## src/rtl/i2cbm_pkg.sv

```systemverilog
`timescale 1ns / 1ps
// shared types and constants for the i2c bit-level master
// no dependencies

package i2cbm_pkg;

    localparam int BITS_PER_BYTE = 8;
    localparam int BIT_IDX_W     = $clog2(BITS_PER_BYTE);
    localparam logic [BIT_IDX_W-1:0] MSB_IDX = BIT_IDX_W'(BITS_PER_BYTE - 1);

    typedef enum logic [2:0] {
        CMD_IDLE  = 3'd0,
        CMD_START = 3'd1,
        CMD_STOP  = 3'd2,
        CMD_WRITE = 3'd3,
        CMD_READ  = 3'd4,
        CMD_SACK  = 3'd5,
        CMD_RACK  = 3'd6
    } cmd_t;

    typedef struct packed {
        logic [2:0] req_type;
        logic [7:0] tx_byte;
        logic       ack_level;
        logic       sda_in;
    } i2cbm_in_t;

    typedef struct packed {
        logic       scl_out;
        logic       sda_out;
        logic       busy_res;
        logic       done_res;
        logic [7:0] rx_byte;
        logic       ack_seen;
    } i2cbm_out_t;

    // sequencer state carried from tick to tick
    typedef struct packed {
        cmd_t                 cmd;
        logic [1:0]           step;
        logic [BIT_IDX_W-1:0] bit_idx;
        logic                 head;
        logic [7:0]           shift_out;
        logic [7:0]           shift_in;
        logic                 ack_store;
        logic                 scl;
        logic                 sda;
    } seq_state_t;

endpackage

```

## src/rtl/i2cbm_step.sv

```systemverilog
`timescale 1ns / 1ps
// one bus tick of the i2c master: command capture plus one pin action or sample
// depends on i2cbm_pkg

module i2cbm_step (
    input  i2cbm_pkg::seq_state_t cur_state,
    input  i2cbm_pkg::i2cbm_in_t  tick_in,
    output i2cbm_pkg::seq_state_t nxt_state,
    output i2cbm_pkg::i2cbm_out_t tick_res
);
    import i2cbm_pkg::*;

    seq_state_t st;
    logic       done;

    always_comb begin
        st   = cur_state;
        done = 1'b0;

        // command capture while idle, unused codes ignored
        if (cur_state.cmd == CMD_IDLE &&
            tick_in.req_type inside {[CMD_START:CMD_RACK]}) begin
            st.cmd     = cmd_t'(tick_in.req_type);
            st.step    = 2'd0;
            st.bit_idx = '0;
            st.head    = (tick_in.req_type == CMD_READ);
            if (tick_in.req_type == CMD_WRITE) begin
                st.shift_out = tick_in.tx_byte;
            end else if (tick_in.req_type == CMD_SACK) begin
                st.shift_out = {7'd0, tick_in.ack_level};
            end
            if (tick_in.req_type == CMD_READ) begin
                st.shift_in = 8'd0;
            end
        end

        case (st.cmd)
            CMD_START: begin
                case (st.step)
                    2'd0:    st.sda = 1'b1;
                    2'd1:    st.scl = 1'b1;
                    2'd2:    st.sda = 1'b0;
                    default: begin
                        st.scl = 1'b0;
                        done   = 1'b1;
                    end
                endcase
                st.step = 2'(st.step + 2'd1);
            end
            CMD_STOP: begin
                case (st.step)
                    2'd0:    st.sda = 1'b0;
                    2'd1:    st.scl = 1'b1;
                    default: begin
                        st.sda = 1'b1;
                        done   = 1'b1;
                    end
                endcase
                st.step = 2'(st.step + 2'd1);
            end
            CMD_WRITE: begin
                case (st.step)
                    2'd0: begin
                        st.sda  = st.shift_out[MSB_IDX - st.bit_idx];
                        st.step = 2'd1;
                    end
                    2'd1: begin
                        st.scl  = 1'b1;
                        st.step = 2'd2;
                    end
                    default: begin
                        st.scl     = 1'b0;
                        st.step    = 2'd0;
                        done       = (st.bit_idx == MSB_IDX);
                        st.bit_idx = BIT_IDX_W'(st.bit_idx + 1'b1);
                    end
                endcase
            end
            CMD_READ: begin
                if (st.head) begin
                    // release sda before clocking in the byte
                    st.sda  = 1'b1;
                    st.head = 1'b0;
                end else begin
                    case (st.step)
                        2'd0: begin
                            st.scl  = 1'b1;
                            st.step = 2'd1;
                        end
                        2'd1: begin
                            if (tick_in.sda_in) begin
                                st.shift_in[MSB_IDX - st.bit_idx] = 1'b1;
                            end
                            st.step = 2'd2;
                        end
                        default: begin
                            st.scl     = 1'b0;
                            st.step    = 2'd0;
                            done       = (st.bit_idx == MSB_IDX);
                            st.bit_idx = BIT_IDX_W'(st.bit_idx + 1'b1);
                        end
                    endcase
                end
            end
            CMD_SACK: begin
                case (st.step)
                    2'd0:    st.sda = st.shift_out[0];
                    2'd1:    st.scl = 1'b1;
                    default: begin
                        st.scl = 1'b0;
                        done   = 1'b1;
                    end
                endcase
                st.step = 2'(st.step + 2'd1);
            end
            CMD_RACK: begin
                case (st.step)
                    2'd0:    st.sda = 1'b1;
                    2'd1:    st.scl = 1'b1;
                    2'd2:    st.ack_store = tick_in.sda_in;
                    default: begin
                        st.scl = 1'b0;
                        done   = 1'b1;
                    end
                endcase
                st.step = 2'(st.step + 2'd1);
            end
            default: begin
                // idle: pins hold
            end
        endcase

        if (done) begin
            st.cmd     = CMD_IDLE;
            st.step    = 2'd0;
            st.bit_idx = '0;
            st.head    = 1'b0;
        end
    end

    assign nxt_state = st;

    assign tick_res.scl_out  = st.scl;
    assign tick_res.sda_out  = st.sda;
    assign tick_res.busy_res = (st.cmd != CMD_IDLE);
    assign tick_res.done_res = done;
    assign tick_res.rx_byte  = st.shift_in;
    assign tick_res.ack_seen = st.ack_store;

endmodule

```

## src/rtl/i2c_bit_level_master.sv

```systemverilog
`timescale 1ns / 1ps
// the result of an accepted tick is registered and shows on m_data in the next cycle
// one tick per cycle while m_ready is high; the result register frees as it is taken
// reset (aresetn low, synchronous): idle, scl and sda released, received byte 0, ack 1
// each tick does one pin action or sample; an accepted command acts on that same tick
// depends on i2cbm_pkg and i2cbm_step

module i2c_bit_level_master (
    input  logic                  aclk,
    input  logic                  aresetn,
    input  logic                  s_valid,
    output logic                  s_ready,
    input  i2cbm_pkg::i2cbm_in_t  s_data,
    output logic                  m_valid,
    input  logic                  m_ready,
    output i2cbm_pkg::i2cbm_out_t m_data
);
    import i2cbm_pkg::*;

    // sequencer state, updated once per accepted tick
    seq_state_t state_reg;
    seq_state_t state_next;

    // result register and its valid flag
    i2cbm_out_t res_next;
    i2cbm_out_t m_data_reg;
    logic       m_valid_reg;

    logic       s_accept;

    // accept a new tick whenever the result register is empty or being drained
    assign s_ready  = !m_valid_reg || m_ready;
    assign s_accept = s_valid && s_ready;

    // combinational tick logic between state and result registers
    i2cbm_step u_step (
        .cur_state (state_reg),
        .tick_in   (s_data),
        .nxt_state (state_next),
        .tick_res  (res_next)
    );

    always_ff @(posedge aclk) begin
        if (!aresetn) begin
            state_reg.cmd       <= CMD_IDLE;
            state_reg.step      <= 2'd0;
            state_reg.bit_idx   <= '0;
            state_reg.head      <= 1'b0;
            state_reg.shift_out <= 8'd0;
            state_reg.shift_in  <= 8'd0;
            state_reg.ack_store <= 1'b1;
            state_reg.scl       <= 1'b1;
            state_reg.sda       <= 1'b1;
        end else if (s_accept) begin
            state_reg <= state_next;
        end
    end

    // output valid flag
    always_ff @(posedge aclk) begin
        if (!aresetn) begin
            m_valid_reg <= 1'b0;
        end else if (s_accept) begin
            m_valid_reg <= 1'b1;
        end else if (m_ready) begin
            m_valid_reg <= 1'b0;
        end
    end

    // result payload, no reset needed
    always_ff @(posedge aclk) begin
        if (s_accept) begin
            m_data_reg <= res_next;
        end
    end

    assign m_valid = m_valid_reg;
    assign m_data  = m_data_reg;

    // a completed command never reports itself still busy
    a_done_not_busy: assert property (@(posedge aclk) disable iff (!aresetn)
        m_valid_reg && m_data_reg.done_res |-> !m_data_reg.busy_res)
        else $error("done flagged while still busy");

    // every accepted tick produces a result in the next cycle
    a_result_follows: assert property (@(posedge aclk) disable iff (!aresetn)
        s_accept |=> m_valid_reg)
        else $error("accepted tick produced no result");

    // idle sequencer keeps its counters cleared
    a_idle_counters: assert property (@(posedge aclk) disable iff (!aresetn)
        state_reg.cmd == CMD_IDLE |-> state_reg.step == 2'd0 && state_reg.bit_idx == '0
        && !state_reg.head)
        else $error("counters not cleared while idle");

    // busy flag of a fresh result tracks the sequencer state
    a_busy_tracks_state: assert property (@(posedge aclk) disable iff (!aresetn)
        s_accept |=> m_data_reg.busy_res == (state_reg.cmd != CMD_IDLE))
        else $error("busy result disagrees with sequencer state");

endmodule

```

## config.mk

```make
export PLATFORM = sky130hd
export DESIGN_NAME = i2c_bit_level_master
export DESIGN_NICKNAME = d
export VERILOG_FILES = /design/src/rtl/i2cbm_pkg.sv /design/src/rtl/i2cbm_step.sv /design/src/rtl/i2c_bit_level_master.sv
export SDC_FILE = /design/constraint.sdc
export NUM_CORES = 1
export LEC_CHECK = 0
export ABC_AREA = 1
export BUFFER_PORTS_ARGS = -buffer_cell sky130_fd_sc_hd__buf_2
export CAP_MARGIN = 20
export CORE_UTILIZATION = 52
export DETAILED_ROUTE_END_ITERATION = 6
export PLACE_DENSITY_LB_ADDON = 0.3
export SYNTH_ARGS = -nofsm -noshare
export SYNTH_HDL_FRONTEND = slang
export SYNTH_SLANG_ARGS = --single-unit
```

## constraint.sdc

```tcl
create_clock -name aclk -period 2.8 [get_ports aclk]
set_input_delay 0.14 -clock aclk [delete_from_list [all_inputs] [get_ports aclk]]
set_output_delay 0.14 -clock aclk [all_outputs]
set_load 0.02 [all_outputs]
```

==> impl_metrics.toml <==
[placed_design]
hpwl_um = 4600
place_congestion = 0.868
io_buffers = 31
dp_cells = 505
place_ws_ns = 0.342

[cells_and_area]
drive_gt1_share_pct = 20.3
largest_register_ffs = 28
instances_no_fill = 513
final_net_count = 465
final_common_cell = "nand2_1"
final_core_util_pct = 60.9
synthToLayoutAreaGrowth_pct = 12.7
antennaDiodeCount = 0
layout_common_cells = "117 x nand2_1, 53 x inv_1, 43 x nor2_1, 38 x nand3_1, 31 x buf_2"

[clock_tree]
cts_htree_levels = 2
clk_transition_reported_paths_ns = 0.08
cts_resized = 0
cts_sinks = 42
post-cts-setup-buffers = 0
tritoncts = "yes"
numCtsBuffers = 5
cts_buffer_depth = 2
clock-root-buffer = "clkbuf_8"
clock_latency_ns = 0.30
cts_hold_buffers = 0

[worst_setup_path]
timing.rr.end = "m_data[10]"
r2r_slack_ns = 0.35
startpoint = "state_reg[25]"
path_max_fanout = 16
cp-endpoint = "m_data[10]"
arrival_ns = 2.51
worst_r2r_path_depth = 17
crit_path_end_kind = "register"
rr_startpoint = "state_reg[25]"
startpoint_type = "register"
cp.required_ns = 2.86
crit_type = "reg2reg"

[sta]
final.setup.worst_slack_ns = 0.348
fin_crit_sh_pct = 87.6
slew_violations = 0
skew_ns = 0.00397
fmax_ghz = 0.408
tightestPinTransition_ns = 0.588
rsz0062_at_grt = "false"
slew_headroom_pct = 60.6
period_minus_slack_ns = 2.45
setup_viol = 0
fin_setup_tns_ns = 0
final_hold_viol_count = 0
timing.hold.ws_ns = 0.151

[worst_hold_path]
min_path_type = "in2reg"
min_path_cells = 4

[die]
core-area_um2 = 5140
ios = 32
die_area_um2 = 5640
num_rows = 26
start_util_pct = 54.0
die_y_um = 75.1
die_w_um = 75.1

[pwr]
ir_worst_vdd_mv = 0.321
pwr-share-comb_pct = 30.2
p_per_area_nw_per_um2 = 550
p_switching_mw = 0.595
leakagePower_nw = 1.59
power_switching_share_pct = 34.6
p_int_mw = 1.13
p_seq_share_pct = 41.7
p_clk_share_pct = 28.1

[job]
maxCapViolations = 0

[detailed_routing]
via_per_inst = 5.14
vias = 2638
firstDrtPassIters = 4
drc = 0
drtIter0Drc = 111
wl_per_cell_um = 12.2
detail-route-antenna-nets = 0
wl_um = 6270

[logic_synthesis]
ys_types = 32
synth_area_leaders = "dfxtp_1 21%, nand2_1 16%, edfxtp_1 14%"
synth_fp_nets = 432
synth_seq_area_share_pct = 35.0
synth_top_area_share_pct = 20.9
yosysTopAreaCell = "dfxtp_1"
synth_area_um2 = 2780
yosys_warnings = 0
ys_seq_elements = 42
synth_area_per_cell_um2 = 6.79
syn_inst = 409

[status]
status = "finished, final reports clean"

[grt]
antenna_found_initial = 0
grt_max_degree = 26
grt-ovfl-total = 0
grt_pass1_wl_um = 10300
track_usage_pct = 24.1
grt_pass1_vias = 2327
worst max-delay path, cell delays in order, from the launching register on:
cell      delay [ns]
dfxtp_1         0.37
inv_1           0.11
nand2_2         0.12
clkinv_2        0.14
nand2_4         0.21
nand2_1         0.09
inv_1           0.11
ha_1            0.16
ha_1            0.13
inv_1           0.04
nor2_1          0.12
inv_1           0.05
nor2_1          0.17
nor2_4          0.07
nand3_4         0.09
inv_4           0.07
nand2_2         0.08
nand3_1         0.07
cells by family after synthesis:
kind of cell	count (synthesis)	share of synthesized area (%)
and+or+nand+nor	232	38.6
buffers and inverters	68	9.64
AOI/OAI and AO/OA	60	13.7
DFF	42	35.0
adders and majority gates	6	2.70
muxes	1	0.406
synthesized netlist by cell type:
cell type / instances
a21boi_1: 1
a21oi_1: 14
a21oi_2: 4
a31oi_4: 1
buf_2: 1
buf_4: 2
clkbuf_1: 6
clkinv_1: 1
clkinv_2: 1
dfxtp_1: 29
edfxtp_1: 13
ha_1: 6
inv_1: 53
inv_2: 3
inv_4: 1
mux2_2: 1
nand2_1: 117
nand2_2: 12
nand2_4: 3
nand3_1: 38
nand3_2: 7
nand3_4: 1
nand3b_1: 1
nand4_1: 2
nor2_1: 43
nor2_2: 5
nor2_4: 3
o211ai_1: 6
o21ai_0: 17
o21ai_1: 11
o21ai_2: 5
o21ai_4: 1
power groups by stage:
stage / Sequential, mW / Clock, mW / Combinational [mW]
finish: 0.718 / 0.484 / 0.520
global route: 0.725 / 0.510 / 0.587
CTS: 0.718 / 0.494 / 0.517
detailed placement: 0.732 / 0 / 0.515
global placement: 0.731 / 0 / 0.507
floorplan: 0.753 / 0 / 0.373
routing by layer:
metal,vias up,GRT usage [%],part of all wire (%)
met4,0,7.55,1.4
met2,59,41.1,48
li1,1376,-,-
met5,-,0,0
met3,7,3.88,4.5
met1,1196,31.1,47
through the flow:
stage / total power, mW / instance area, µm²
finish: 1.72 / 3130
global route: 1.82 / 3130
CTS: 1.73 / 3130
detailed placement: 1.25 / 3020
global placement: 1.24 / 3020
floorplan: 1.13 / 2780
final cells by class:
type,count,area [µm²]
well taps,70,87.6
clock buffers,6,72.6
clock inverters,2,37.5
multi-input cells,299,1540
flip-flops and latches,42,971
fillers,518,2010
inverters,59,225
repair buffers,35,198
worst min-delay path by stage:
stage / start / end / slack [ns]
floorplan: s_data[0] / m_data[0] / 0.38
global placement: m_ready / m_valid / 0.44
detailed placement: state_reg[2] / state_reg[2] / 0.46
CTS: m_ready / m_valid / 0.14
global route: m_ready / m_valid / 0.18
finish: m_ready / m_valid / 0.15
Note: power is estimated with default switching activity, not from simulation.
